## config.mk

```make
export PLATFORM = sky130hd
export DESIGN_NAME = sorted_priority_queue_unit_flat
export DESIGN_NICKNAME = d
export VERILOG_FILES = /design/src/spq_pkg.sv /design/src/spq_if.sv /design/src/spq_cell.sv /design/src/spq_pos_enc.sv /design/src/sorted_priority_queue_unit.sv /design/src/flat_wrapper.sv
export SDC_FILE = /design/constraint.sdc
export NUM_CORES = 2
export LEC_CHECK = 0
export BUFFER_PORTS_ARGS = -buffer_cell sky130_fd_sc_hd__buf_2
export CORE_AREA = 2 2 388 390
export DETAILED_ROUTE_END_ITERATION = 8
export DIE_AREA = 0 0 390 392
export PLACE_DENSITY = 0.49
export SYNTH_ARGS = -nofsm -noshare
export SYNTH_HDL_FRONTEND = slang
export SYNTH_SLANG_ARGS = --single-unit
```

## constraint.sdc

```tcl
create_clock -name clk_i -period 9.85 [get_ports clk_i]
set_input_delay 1.4775 -clock clk_i [delete_from_list [all_inputs] [get_ports clk_i]]
set_output_delay 1.4775 -clock clk_i [all_outputs]
set_load 0.005 [all_outputs]
```

## src/spq_pkg.sv

```systemverilog
// Shared types and constants for the sorted priority queue.
// No dependencies; every other file but spq_pos_enc takes names from here by scope.
`timescale 1ns / 1ps

package spq_pkg;

  localparam int unsigned KIND_W  = 2;
  localparam int unsigned VALUE_W = 32;
  localparam int unsigned POS_W   = 4;
  localparam int unsigned COUNT_W = 5;

  localparam logic [KIND_W-1:0] KIND_INSERT = 2'd0;
  localparam logic [KIND_W-1:0] KIND_REMOVE = 2'd1;
  localparam logic [KIND_W-1:0] KIND_FIND   = 2'd2;

  // what each cell does on the update cycle
  typedef enum logic [1:0] {
    UPD_HOLD,
    UPD_INSERT,
    UPD_REMOVE
  } spq_upd_e;

  typedef enum logic [1:0] {
    ST_IDLE,
    ST_CMP,
    ST_UPD,
    ST_RES
  } spq_state_e;

  // compare flags of one cell, registered on the compare cycle
  //   t: empty slot or stored value >= operand
  //   g: occupied and stored value >= operand
  //   e: occupied and stored value == operand
  typedef struct packed {
    logic t;
    logic g;
    logic e;
  } spq_flags_t;

endpackage

```

## src/spq_if.sv

```systemverilog
// Valid/ready channel interfaces for operations and results.
// Depends on spq_pkg for the field widths.
`timescale 1ns / 1ps

interface spq_in_if;
  logic                                valid;
  logic                                ready;
  logic [spq_pkg::KIND_W-1:0]          kind;
  logic signed [spq_pkg::VALUE_W-1:0]  value;

  modport source (output valid, output kind, output value, input ready);
  modport sink   (input valid, input kind, input value, output ready);
endinterface

interface spq_out_if;
  logic                                valid;
  logic                                ready;
  logic                                ok;
  logic [spq_pkg::POS_W-1:0]           position;
  logic [spq_pkg::COUNT_W-1:0]         count;
  logic                                head_valid;
  logic signed [spq_pkg::VALUE_W-1:0]  head_value;

  modport source (output valid, output ok, output position, output count,
                  output head_valid, output head_value, input ready);
  modport sink   (input valid, input ok, input position, input count,
                  input head_valid, input head_value, output ready);
endinterface

```

## src/spq_cell.sv

```systemverilog
// One slot of the sorted chain: value, occupancy bit and compare flags.
// Depends on spq_pkg; shifts data to or from its neighbours on update.
`timescale 1ns / 1ps

module spq_cell (
  input  logic                                clk_i,
  input  logic                                rst_ni,
  input  logic signed [spq_pkg::VALUE_W-1:0]  operand_i,
  input  logic                                cmp_i,
  input  spq_pkg::spq_upd_e                   upd_i,
  input  logic                                left_t_i,
  input  logic signed [spq_pkg::VALUE_W-1:0]  left_val_i,
  input  logic                                left_vld_i,
  input  logic signed [spq_pkg::VALUE_W-1:0]  right_val_i,
  input  logic                                right_vld_i,
  output spq_pkg::spq_flags_t                 flags_o,
  output logic signed [spq_pkg::VALUE_W-1:0]  val_o,
  output logic                                vld_o
);

  logic signed [spq_pkg::VALUE_W-1:0] val_q, val_d;
  logic                               vld_q, vld_d;
  spq_pkg::spq_flags_t                flags_q, flags_d;
  logic                               ge;
  logic                               eq;

  assign ge = (val_q >= operand_i);
  assign eq = (val_q == operand_i);

  always_comb begin
    flags_d = flags_q;
    if (cmp_i) begin
      flags_d.t = ~vld_q | ge;
      flags_d.g = vld_q & ge;
      flags_d.e = vld_q & eq;
    end
  end

  always_comb begin
    val_d = val_q;
    vld_d = vld_q;
    unique case (upd_i)
      spq_pkg::UPD_INSERT: begin
        if (flags_q.t) begin
          if (left_t_i) begin
            // make room: take the neighbour's entry
            val_d = left_val_i;
            vld_d = left_vld_i;
          end else begin
            val_d = operand_i;
            vld_d = 1'b1;
          end
        end
      end
      spq_pkg::UPD_REMOVE: begin
        // close the gap from the right
        if (flags_q.g) begin
          val_d = right_val_i;
          vld_d = right_vld_i;
        end
      end
      default: begin
      end
    endcase
  end

  always_ff @(posedge clk_i or negedge rst_ni) begin
    if (!rst_ni) begin
      vld_q   <= 1'b0;
      flags_q <= '0;
    end else begin
      vld_q   <= vld_d;
      flags_q <= flags_d;
    end
  end

  always_ff @(posedge clk_i) begin
    val_q <= val_d;
  end

  assign flags_o = flags_q;
  assign val_o   = val_q;
  assign vld_o   = vld_q;

endmodule

```

## src/spq_pos_enc.sv

```systemverilog
// One-hot to index encoder for the position of the first hit in the chain.
// No dependencies.
`timescale 1ns / 1ps

module spq_pos_enc #(
  parameter int unsigned N     = 16,
  parameter int unsigned IDX_W = $clog2(N)
) (
  input  logic [N-1:0]     hot_i,
  output logic [IDX_W-1:0] idx_o
);

  always_comb begin
    idx_o = '0;
    for (int i = 0; i < N; i++) begin
      if (hot_i[i]) begin
        idx_o = idx_o | IDX_W'(i);
      end
    end
  end

endmodule

```

## src/sorted_priority_queue_unit.sv

```systemverilog
// Sorted priority queue: a chain of CAPACITY cells with broadcast compare.
// An accepted operation passes the compare, update and result states in order;
// the result state waits for a free output register, loads it and returns to idle.
// Operations are taken only in idle; a pending result may hold the output register.
// Reset: asynchronous, active low; empties the queue (occupancy bits and count).
`timescale 1ns / 1ps

module sorted_priority_queue_unit #(
  parameter int unsigned CAPACITY = 16
) (
  input  logic       clk_i,
  input  logic       rst_ni,
  spq_in_if.sink     in_i,
  spq_out_if.source  out_o
);

  localparam int unsigned IDX_W = $clog2(CAPACITY);
  localparam int unsigned CNT_W = $clog2(CAPACITY + 1);

  spq_pkg::spq_state_e                 state_q, state_d;
  logic [spq_pkg::KIND_W-1:0]          kind_q;
  logic signed [spq_pkg::VALUE_W-1:0]  operand_q;
  logic [CNT_W-1:0]                    count_q, count_d;
  logic                                res_ok_q, res_ok_d;
  logic [IDX_W-1:0]                    res_pos_q, res_pos_d;

  logic                                out_vld_q, out_vld_d;
  logic                                out_ok_q;
  logic [spq_pkg::POS_W-1:0]           out_pos_q;
  logic [spq_pkg::COUNT_W-1:0]         out_cnt_q;
  logic                                out_hv_q;
  logic signed [spq_pkg::VALUE_W-1:0]  out_hval_q;

  spq_pkg::spq_flags_t                 flags [CAPACITY];
  logic signed [spq_pkg::VALUE_W-1:0]  vals  [CAPACITY];
  logic [CAPACITY-1:0]                 vld;
  logic [CAPACITY-1:0]                 t_vec, e_vec;
  logic [CAPACITY-1:0]                 hot;
  logic [IDX_W-1:0]                    hit_idx;

  logic                                cmp;
  spq_pkg::spq_upd_e                   upd;
  logic                                full;
  logic                                found;
  logic                                in_acc;
  logic                                res_load;
  logic [IDX_W+spq_pkg::POS_W-1:0]     pos_ext;
  logic [CNT_W+spq_pkg::COUNT_W-1:0]   cnt_ext;

  // chain of cells
  for (genvar i = 0; i < CAPACITY; i++) begin : g_cell
    logic                               left_t;
    logic signed [spq_pkg::VALUE_W-1:0] left_val;
    logic                               left_vld;
    logic signed [spq_pkg::VALUE_W-1:0] right_val;
    logic                               right_vld;

    if (i == 0) begin : g_first
      assign left_t   = 1'b0;
      assign left_val = operand_q;
      assign left_vld = 1'b0;
    end else begin : g_mid_l
      assign left_t   = flags[i-1].t;
      assign left_val = vals[i-1];
      assign left_vld = vld[i-1];
    end

    if (i == CAPACITY - 1) begin : g_last
      assign right_val = '0;
      assign right_vld = 1'b0;
    end else begin : g_mid_r
      assign right_val = vals[i+1];
      assign right_vld = vld[i+1];
    end

    spq_cell u_cell (
      .clk_i       (clk_i),
      .rst_ni      (rst_ni),
      .operand_i   (operand_q),
      .cmp_i       (cmp),
      .upd_i       (upd),
      .left_t_i    (left_t),
      .left_val_i  (left_val),
      .left_vld_i  (left_vld),
      .right_val_i (right_val),
      .right_vld_i (right_vld),
      .flags_o     (flags[i]),
      .val_o       (vals[i]),
      .vld_o       (vld[i])
    );

    assign t_vec[i] = flags[i].t;
    assign e_vec[i] = flags[i].e;
  end

  assign full  = (count_q == CNT_W'(CAPACITY));
  assign found = |e_vec;

  // first set flag: insert slot or first equal entry
  always_comb begin
    if (kind_q == spq_pkg::KIND_INSERT) begin
      hot = t_vec & ~{t_vec[CAPACITY-2:0], 1'b0};
    end else begin
      hot = e_vec & ~{e_vec[CAPACITY-2:0], 1'b0};
    end
  end

  spq_pos_enc #(
    .N     (CAPACITY),
    .IDX_W (IDX_W)
  ) u_pos_enc (
    .hot_i (hot),
    .idx_o (hit_idx)
  );

  assign in_acc   = in_i.valid & in_i.ready;
  assign res_load = (state_q == spq_pkg::ST_RES) & (~out_vld_q | out_o.ready);

  always_comb begin
    state_d   = state_q;
    cmp       = 1'b0;
    upd       = spq_pkg::UPD_HOLD;
    count_d   = count_q;
    res_ok_d  = res_ok_q;
    res_pos_d = res_pos_q;
    unique case (state_q)
      spq_pkg::ST_IDLE: begin
        if (in_i.valid) begin
          state_d = spq_pkg::ST_CMP;
        end
      end
      spq_pkg::ST_CMP: begin
        cmp     = 1'b1;
        state_d = spq_pkg::ST_UPD;
      end
      spq_pkg::ST_UPD: begin
        res_ok_d = 1'b0;
        priority if (kind_q == spq_pkg::KIND_INSERT) begin
          if (!full) begin
            upd      = spq_pkg::UPD_INSERT;
            res_ok_d = 1'b1;
            count_d  = count_q + CNT_W'(1);
          end
        end else if (kind_q == spq_pkg::KIND_REMOVE) begin
          if (found) begin
            upd      = spq_pkg::UPD_REMOVE;
            res_ok_d = 1'b1;
            count_d  = count_q - CNT_W'(1);
          end
        end else if (kind_q == spq_pkg::KIND_FIND) begin
          res_ok_d = found;
        end else begin
          res_ok_d = 1'b0;
        end
        res_pos_d = res_ok_d ? hit_idx : '0;
        state_d   = spq_pkg::ST_RES;
      end
      spq_pkg::ST_RES: begin
        if (res_load) begin
          state_d = spq_pkg::ST_IDLE;
        end
      end
      default: begin
        state_d = spq_pkg::ST_IDLE;
      end
    endcase
  end

  always_comb begin
    out_vld_d = out_vld_q;
    if (res_load) begin
      out_vld_d = 1'b1;
    end else if (out_o.ready) begin
      out_vld_d = 1'b0;
    end
  end

  always_ff @(posedge clk_i or negedge rst_ni) begin
    if (!rst_ni) begin
      state_q   <= spq_pkg::ST_IDLE;
      count_q   <= '0;
      res_ok_q  <= 1'b0;
      res_pos_q <= '0;
      out_vld_q <= 1'b0;
    end else begin
      state_q   <= state_d;
      count_q   <= count_d;
      res_ok_q  <= res_ok_d;
      res_pos_q <= res_pos_d;
      out_vld_q <= out_vld_d;
    end
  end

  // hold the operation for the compare and update cycles
  always_ff @(posedge clk_i) begin
    if (in_acc) begin
      kind_q    <= in_i.kind;
      operand_q <= in_i.value;
    end
  end

  assign pos_ext = (IDX_W + spq_pkg::POS_W)'(res_pos_q);
  assign cnt_ext = (CNT_W + spq_pkg::COUNT_W)'(count_q);

  always_ff @(posedge clk_i) begin
    if (res_load) begin
      out_ok_q   <= res_ok_q;
      out_pos_q  <= pos_ext[spq_pkg::POS_W-1:0];
      out_cnt_q  <= cnt_ext[spq_pkg::COUNT_W-1:0];
      out_hv_q   <= vld[0];
      out_hval_q <= vld[0] ? vals[0] : '0;
    end
  end

  assign in_i.ready       = (state_q == spq_pkg::ST_IDLE);
  assign out_o.valid      = out_vld_q;
  assign out_o.ok         = out_ok_q;
  assign out_o.position   = out_pos_q;
  assign out_o.count      = out_cnt_q;
  assign out_o.head_valid = out_hv_q;
  assign out_o.head_value = out_hval_q;

  // occupancy bits always agree with the element count
  a_count_matches_cells: assert property (
    @(posedge clk_i) disable iff (!rst_ni)
    $countones(vld) == int'(count_q)
  ) else $error("occupied cells disagree with element count");

  a_count_bound: assert property (
    @(posedge clk_i) disable iff (!rst_ni)
    count_q <= CNT_W'(CAPACITY)
  ) else $error("element count above capacity");

  a_pos_zero_on_miss: assert property (
    @(posedge clk_i) disable iff (!rst_ni)
    (out_o.valid && !out_o.ok) |-> (out_o.position == '0)
  ) else $error("position not zero on a failed operation");

  a_head_matches_count: assert property (
    @(posedge clk_i) disable iff (!rst_ni)
    out_o.valid |-> (out_o.head_valid == (out_o.count != '0))
  ) else $error("head valid disagrees with reported count");

endmodule

```

## src/flat_wrapper.sv

```systemverilog
// flat-port wrapper written by rule: the top's interface ports become plain ports
module sorted_priority_queue_unit_flat 
#(
  parameter int unsigned CAPACITY = 16
)
  (clk_i, rst_ni, in_i_valid, in_i_kind, in_i_value, in_i_ready, out_o_valid, out_o_ok, out_o_position, out_o_count, out_o_head_valid, out_o_head_value, out_o_ready);
  spq_in_if in_i_i ();
  spq_out_if out_o_i ();
  input  logic clk_i;
  input  logic rst_ni;
  input wire logic [$bits(in_i_i.valid)-1:0] in_i_valid;
  input wire logic [$bits(in_i_i.kind)-1:0] in_i_kind;
  input wire logic [$bits(in_i_i.value)-1:0] in_i_value;
  output wire logic [$bits(in_i_i.ready)-1:0] in_i_ready;
  output wire logic [$bits(out_o_i.valid)-1:0] out_o_valid;
  output wire logic [$bits(out_o_i.ok)-1:0] out_o_ok;
  output wire logic [$bits(out_o_i.position)-1:0] out_o_position;
  output wire logic [$bits(out_o_i.count)-1:0] out_o_count;
  output wire logic [$bits(out_o_i.head_valid)-1:0] out_o_head_valid;
  output wire logic [$bits(out_o_i.head_value)-1:0] out_o_head_value;
  input wire logic [$bits(out_o_i.ready)-1:0] out_o_ready;
  assign in_i_i.valid = in_i_valid;
  assign in_i_i.kind = in_i_kind;
  assign in_i_i.value = in_i_value;
  assign in_i_ready = in_i_i.ready;
  assign out_o_valid = out_o_i.valid;
  assign out_o_ok = out_o_i.ok;
  assign out_o_position = out_o_i.position;
  assign out_o_count = out_o_i.count;
  assign out_o_head_valid = out_o_i.head_valid;
  assign out_o_head_value = out_o_i.head_value;
  assign out_o_i.ready = out_o_ready;
  sorted_priority_queue_unit #(.CAPACITY(CAPACITY)) u_core (.clk_i(clk_i), .rst_ni(rst_ni), .in_i(in_i_i), .out_o(out_o_i));
endmodule
```

# Word-level counts from Yosys, hierarchy flattened
# Cells that the tools add are included.
op_classes:
  add_sub_neg: 2
  n_eq_ne: 59
  mux: 164
  order_cmp: 16
  n_reduce_logical: 25
  bitwise_logic: 72
op_table:
  columns: ["cell", "count"]
  rows:
  - ["32-bit two-way mux", 47]
  - ["32-bit one-hot mux with 2 select lines", 16]
  - ["32-bit equality test", 16]
  - ["32-bit >= comparator", 16]
  - ["2-bit inequality test, second input constant", 34]
  - ["1-bit two-way mux", 58]
  - ["3-bit AND reduction", 16]
  - ["4-bit two-way mux", 9]
  - ["1-bit bitwise AND", 34]
  - ["16-bit bitwise AND", 2]
  - ["16-bit inverter", 2]
  - ["1-bit one-hot mux with 2 select lines", 16]
  - ["5-bit two-way mux", 4]
  - ["1-bit inverter", 17]
  - ["1-bit OR", 17]
  - ["16-bit two-way mux", 1]
  - ["2-bit two-way mux", 8]
  - ["16-bit OR reduction", 1]
  - ["3-bit two-way mux", 4]
  - ["2-bit equality test, second input constant", 4]
  - ["2-bit one-hot mux with 4 select lines", 1]
  - ["2-bit nonzero test", 4]
  - ["2-bit by 1-bit equality test with 1-bit output, second input constant", 3]
  - ["5-bit by 1-bit adder with 5-bit output, second input constant", 1]
  - ["6 further kinds", 7]
totals:
  reg_bits: 666
  out_inout_bits: 45
  wordCells: 430
  input_bits: 38

# Longest topological paths before layout
depth:
  word_depth: 19
  depth_mapped: 13
  depth_no_buf: 9

# Cells and area by module
# From an unflattened synthesis, not the netlist that was laid out.
unflattened:
  hier_cells: 4616
  area_unflattened_um2: 45771.4
modules_own_cells:
  columns: ["mod", "seq_area_each_um2", "cells_each", "instances", "area_per_inst_um2"]
  rows:
  - ["spq_cell", 1061.0, 273, 16, 2628.8]
  - ["sorted_priority_queue_unit", 2637.5, 237, 1, 3646.0]
  - ["spq_pos_enc", 0.0, 11, 1, 65.1]

# Worst setup path after synthesis
# OpenSTA, ideal clock, no wires.
synth_path:
  path_type: "register -> register"
  start: "reg u_core.kind_q[0] (netlist bit)"
  end: "reg u_core.g_cell[14].u_cell.vld_q"
  synth_period_minus_slack_ns: 5.267
  slack_ns: 4.583
  stages_incl_launch_ff: 11
  t_required_ns: 9.743
  arrival_ns: 5.161
  path_buffers: 4
  setup_time_ns: 0.107
  path_cell_list: "edfxtp_1 nor2_1 clkbuf_1 clkbuf_1 nand3_1 ha_1 clkbuf_1 clkbuf_1 a221oi_1 o311ai_0 o21ai_0"
synth_between:
  elab_chain_cells: 7
  elab_cells_between_ends: 12
  cone_classes: "5 x eq/ne; 4 x mux; 3 x reduce/logical"
synth_rtl:
  columns: ["item", "line_no", "source"]
  rows:
  - ["start, declared", "sorted_priority_queue_unit.sv:21", "logic [spq_pkg::KIND_W-1:0] kind_q;"]
  - ["start signal, assigned", "sorted_priority_queue_unit.sv:197", "kind_q <= in_i.kind;"]
  - ["2-bit by 1-bit equality test with 1-bit output", "sorted_priority_queue_unit.sv:144", "end else if (kind_q == spq_pkg::KIND_REMOVE) begin"]
  - ["2-bit two-way mux", "sorted_priority_queue_unit.sv:144", null]
  - ["2-bit two-way mux (*)", "sorted_priority_queue_unit.sv:138", "priority if (kind_q == spq_pkg::KIND_INSERT) begin"]
  - ["2-bit two-way mux (*)", "sorted_priority_queue_unit.sv:126", "unique case (state_q)"]
  - ["2-bit by 1-bit equality test with 1-bit output or 2-bit equality test (tied branches)", "spq_cell.sv:42", "unique case (upd_i)"]
  - ["2-bit inequality test (no source line) or 2-bit nonzero test (tied branches)", null, null]
  - ["3-bit AND reduction (no source line)", null, null]
  - ["end signal, assigned", "spq_cell.sv:72", "vld_q <= vld_d;"]
  - ["end, declared", "spq_cell.sv:22", "logic vld_q, vld_d;"]
# Mark *: on every way between the ends. The rest lies on a longest branch, timed or not.
# A chain may end at the register's enable or synchronous reset.

# Worst setup path after layout
layout_path:
  start: "reg u_core.state_q[0]"
  end: "reg u_core.g_cell[3].u_cell.val_q (netlist bit u_core.g_cell[3].u_cell.val_o[26]), data pin"
layout_between:
  elab_chain_cells: 4
  elab_cells_between_ends: 5
  cone_classes: "3 x eq/ne; 2 x mux"
layout_rtl:
  columns: ["item", "line_no", "source"]
  rows:
  - ["start, declared", "sorted_priority_queue_unit.sv:20", "spq_pkg::spq_state_e state_q, state_d;"]
  - ["start signal, assigned", "sorted_priority_queue_unit.sv:180", "state_q <= spq_pkg::ST_IDLE;"]
  - ["start signal, assigned", "sorted_priority_queue_unit.sv:186", "state_q <= state_d;"]
  - ["2-bit equality test (*)", "sorted_priority_queue_unit.sv:126", null]
  - ["2-bit two-way mux (*)", "sorted_priority_queue_unit.sv:126", null]
  - ["2-bit equality test or 2-bit by 1-bit equality test with 1-bit output (tied branches)", "spq_cell.sv:42", null]
  - ["32-bit one-hot mux with 2 select lines (*)", "spq_cell.sv:42", null]
  - ["net u_core.g_cell[3].u_cell.val_d, one bit", "spq_cell.sv:21", "logic signed [spq_pkg::VALUE_W-1:0] val_q, val_d;"]
  - ["end signal, assigned", "spq_cell.sv:78", "val_q <= val_d;"]
  - ["end, declared", "spq_cell.sv:21", null]
# Mark *: on every way through the listed nets, which the timed path passes. The rest lies on a longest branch.

==> impl_results.md <==
* Post-synth top area share at 41.2%
* Final RePlAce weighted congestion at 0.864
* Fin. Hold Viols at 0
* Clock skew at 0.0306 ns
* Worst skew pair latency at 0.67 ns
* Critical-path cell list: inv_1 > ha_1 > nor2b_1 > nand3_1 > inv_1 > ha_4 > buf_4 > buf_4 > o21ai_0
* Min cycle time layout at 4.60 ns
* Combinational Power Share at 30.7%
* Pre-CTS WS at 5.23 ns
* CTS resizes at 0
* MaxCap Viol Count at 0
* Post-CTS setup buffer count at 0
* Vias at 31,100
* Clock buffer count from CTS at 87
* Yosys warnings at 0
* Htree depth at 3
* Synthesized Nets at 4,642
* Fin Setup TNS at 0 ns
* Pwr/cell area at 229 nW/um2
* Final period util at 46.7%
* Post-synth top area cell: edfxtp_1
* Vias in the first global route at 31,000
* Leak Pwr at 20.5 nW
* Antenna violations before repair at 1
* Ranking of synthesized cells by area: edfxtp_1 (41%), ha_1 (15%), mux2i_1 (11%)
* Root buffer cell: clkbuf_16
* Most frequent cells in the layout: nand2_1 (617), edfxtp_1 (589), o21ai_0 (574), ha_1 (518), mux2i_1 (482)
* ANT nets after route at 0
* FF+latch count, synth at 666
* CP Max Fanout at 117
* Reg2Reg Setup Slack at 5.25 ns
* Initial DRT Pass Iterations at 5
* DP Cell Count at 5,948
* Die Wd at 390 um
* Detailed Place HPWL at 94,700 um
* Hold buffer count at cts at 0
* CORE AREA at 149,000 um2
* Final nets at 4,653
* Internal power at 0.00714 W
* Clock power share at 29.0%
* Clock slew at reported path FFs at 0.06 ns
* Main synth FF type: edfxtp_1
* Avg Inst Size Synth at 10.5 um2
* CTS sink cnt at 666
* EDFF count, synth at 589
* Post-Syn Area at 42,900 um2
* DR DRC count at 0
* Status: finished, final reports clean
* Final non-filler cell total at 6,112
* Layout Utilization at 32.7%
* Synth Instances at 4,082
* CTS tree: done
* FILL cells at 15,100
* Deepest clock path buffer count at 3
* Max incr delay on CP at 0.90 ns
* Die Y at 392 um
* Worst Tran Pin Value at 1.16 ns
* Routed WL at 127,000 um
* Initial Util at 28.8%
* Sw power at 0.00399 W
* Post-synthesis sequential area ratio at 45.7%
* FFs w/ async S/R, synth at 11.6%
* CP Capture Type: flop
* Total GRT Usage at 16.3%
* Final setup margin at 5.25 ns
* Number of DRC markers in iteration 0 at 2,290
* VDD IR-drop max at 0.144 mV
* Buffers on Ports at 82
* Gr ovfl total at 0
* Via/cell ratio at 5.09
* Sequential Power Share at 40.3%
* N_diodes at 0
* Synth-to-layout area growth at 13.3%
* Sw frac at 35.8%
* Std-Cell Rows at 142
* Critical path class: flop to flop
* CP max stage cell: buf_4
* First-pass GRT wire length at 194,000 um
* Worst min-delay path category: flop to flop
* Slew Viols, Final at 0
* RSZ-0062 raised after global routing: false
* # IOs at 83
* Fraction of layout cells with a size suffix above 1 at 8.11%
* Final setup viols at 0
* Fmax at 217 MHz
* Commonest non-fill, non-tap cell in the layout: nand2_1
* DR WL/cell at 20.8 um
* CP Data Arrival Time at 4.96 ns
* Relative slew slack at 22.6%
* Worst Path Required at 10.22 ns
* Synth unique cells at 65
* Die area at 153,000 um2
* Largest net degree at the start of global routing at 273
* Crit start category: flop
-- routing by layer --
| layer | part of all wire (%) | track usage, % | vias up |
|---|---|---|---|
| met4 | 3.3 | 5.44 | 2 |
| met3 | 3.9 | 2.05 | 200 |
| met2 | 44 | 25.3 | 713 |
| met5 | 0.0031 | 0 | - |
| li1 | - | - | 15400 |
| met1 | 49 | 23.5 | 14800 |
-- worst max-delay path: cells and delay by family (launching register included) --
family,cells,cell delay [ns]
buffers and inverters,4,1.95
adders and majority gates,2,1.20
DFF,1,0.43
and+or+nand+nor,2,0.35
AOI/OAI and AO/OA,1,0.25
-- kinds of logic (layout without fill, tap and decap cells) --
logic type | Yosys count | after routing | share of synthesized area, %
compound gates | 993 | 993 | 13.2
xor+xnor | 5 | 5 | 0.102
fa+ha+maj | 522 | 522 | 15.2
buf+inv | 350 | 436 | 3.06
flops | 666 | 666 | 45.7
mux | 498 | 498 | 11.7
simple gates | 1048 | 1048 | 11.0
-- per-stage QoR --
step	total power (W)	cell area (um2)	hold WS [ns]
floorplan	0.00669	42900	0.423
global route	0.0118	48600	0.458
finish	0.0111	48600	0.446
CTS	0.0113	48600	0.450
detailed placement	0.00798	45800	0.438
global placement	0.00790	45800	0.433
-- registers in the layout, indices dropped and copies added (netlist names) --
name	count
u_core.g_cell.u_cell.val_o	512
u_core.g_cell.u_cell.flags_o	48
u_core.g_cell.left_val	32
u_core.out_o.head_value	32
u_core.g_cell.u_cell.vld_o	16
u_core.count_q	5
u_core.out_o.count	5
u_core.out_o.position	4
u_core.res_pos_q	4
u_core.kind_q	2
u_core.state_q	2
u_core.out_o.head_valid	1
u_core.out_o.ok	1
u_core.out_o.valid	1
u_core.res_ok_q	1
-- worst paths after layout --
check / start / to / cells past startpoint
setup / recovery: u_core.state_q[0] / u_core.g_cell[3].u_cell.val_o[26] / 9
hold / removal: u_core.res_ok_q / u_core.out_o.ok / 0
setup reg to reg: u_core.state_q[0] / u_core.g_cell[3].u_cell.val_o[26] / 9
hold reg to reg: u_core.res_ok_q / u_core.out_o.ok / 0
max in group asynchronous: rst_ni / u_core.g_cell[14].u_cell.flags_o[2] / 2
min in group asynchronous: rst_ni / u_core.out_o.valid / 1
-- cell usage after synthesis, types with 7 or more instances --
cell type and number:
nand2_1 617, edfxtp_1 589, o21ai_0 574, ha_1 521, mux2i_1 482, clkbuf_1 192, a21oi_1 176, inv_1 121
nor2_1 112, nand4_1 93, dfrtp_1 77, nand3_1 39, a21o_1 36, and2_1 36, buf_1 36, a221oi_1 35
nor4_1 31, nand2b_1 26, nor3_1 24, o22ai_1 23, a31oi_1 22, and3_1 19, o21a_1 19, and4_1 18
a211oi_1 17, mux2_2 16, o211ai_1 9, o21bai_1 9, a311oi_1 8, o311ai_0 8, or4_1 8, a2111oi_0 7
nor2b_1 7
-- power by group through the flow --
| stage | Clock (W) | Sequential (W) | Combinational [W] |
|---|---|---|---|
| after floorplan | 0 | 0.00412 | 0.00257 |
| after global placement | 0 | 0.00454 | 0.00335 |
| after detailed placement | 0 | 0.00455 | 0.00343 |
| after CTS | 0.00333 | 0.00449 | 0.00344 |
| after global routing | 0.00343 | 0.00456 | 0.00383 |
| final | 0.00323 | 0.00449 | 0.00342 |
-- area by class of cell --
class	count	area [um2]	share of cell area [%]
Multi-Input combinational cell	3066	22300	45.9
Sequential cell	666	19600	40.4
Clock buffer	129	2540	5.23
Tap cell	1944	2430	5.00
Timing Repair Buffer	150	948	1.95
Inverter	122	458	0.942
Clock inverter	35	310	0.638
(Power assumes the default switching activity.)
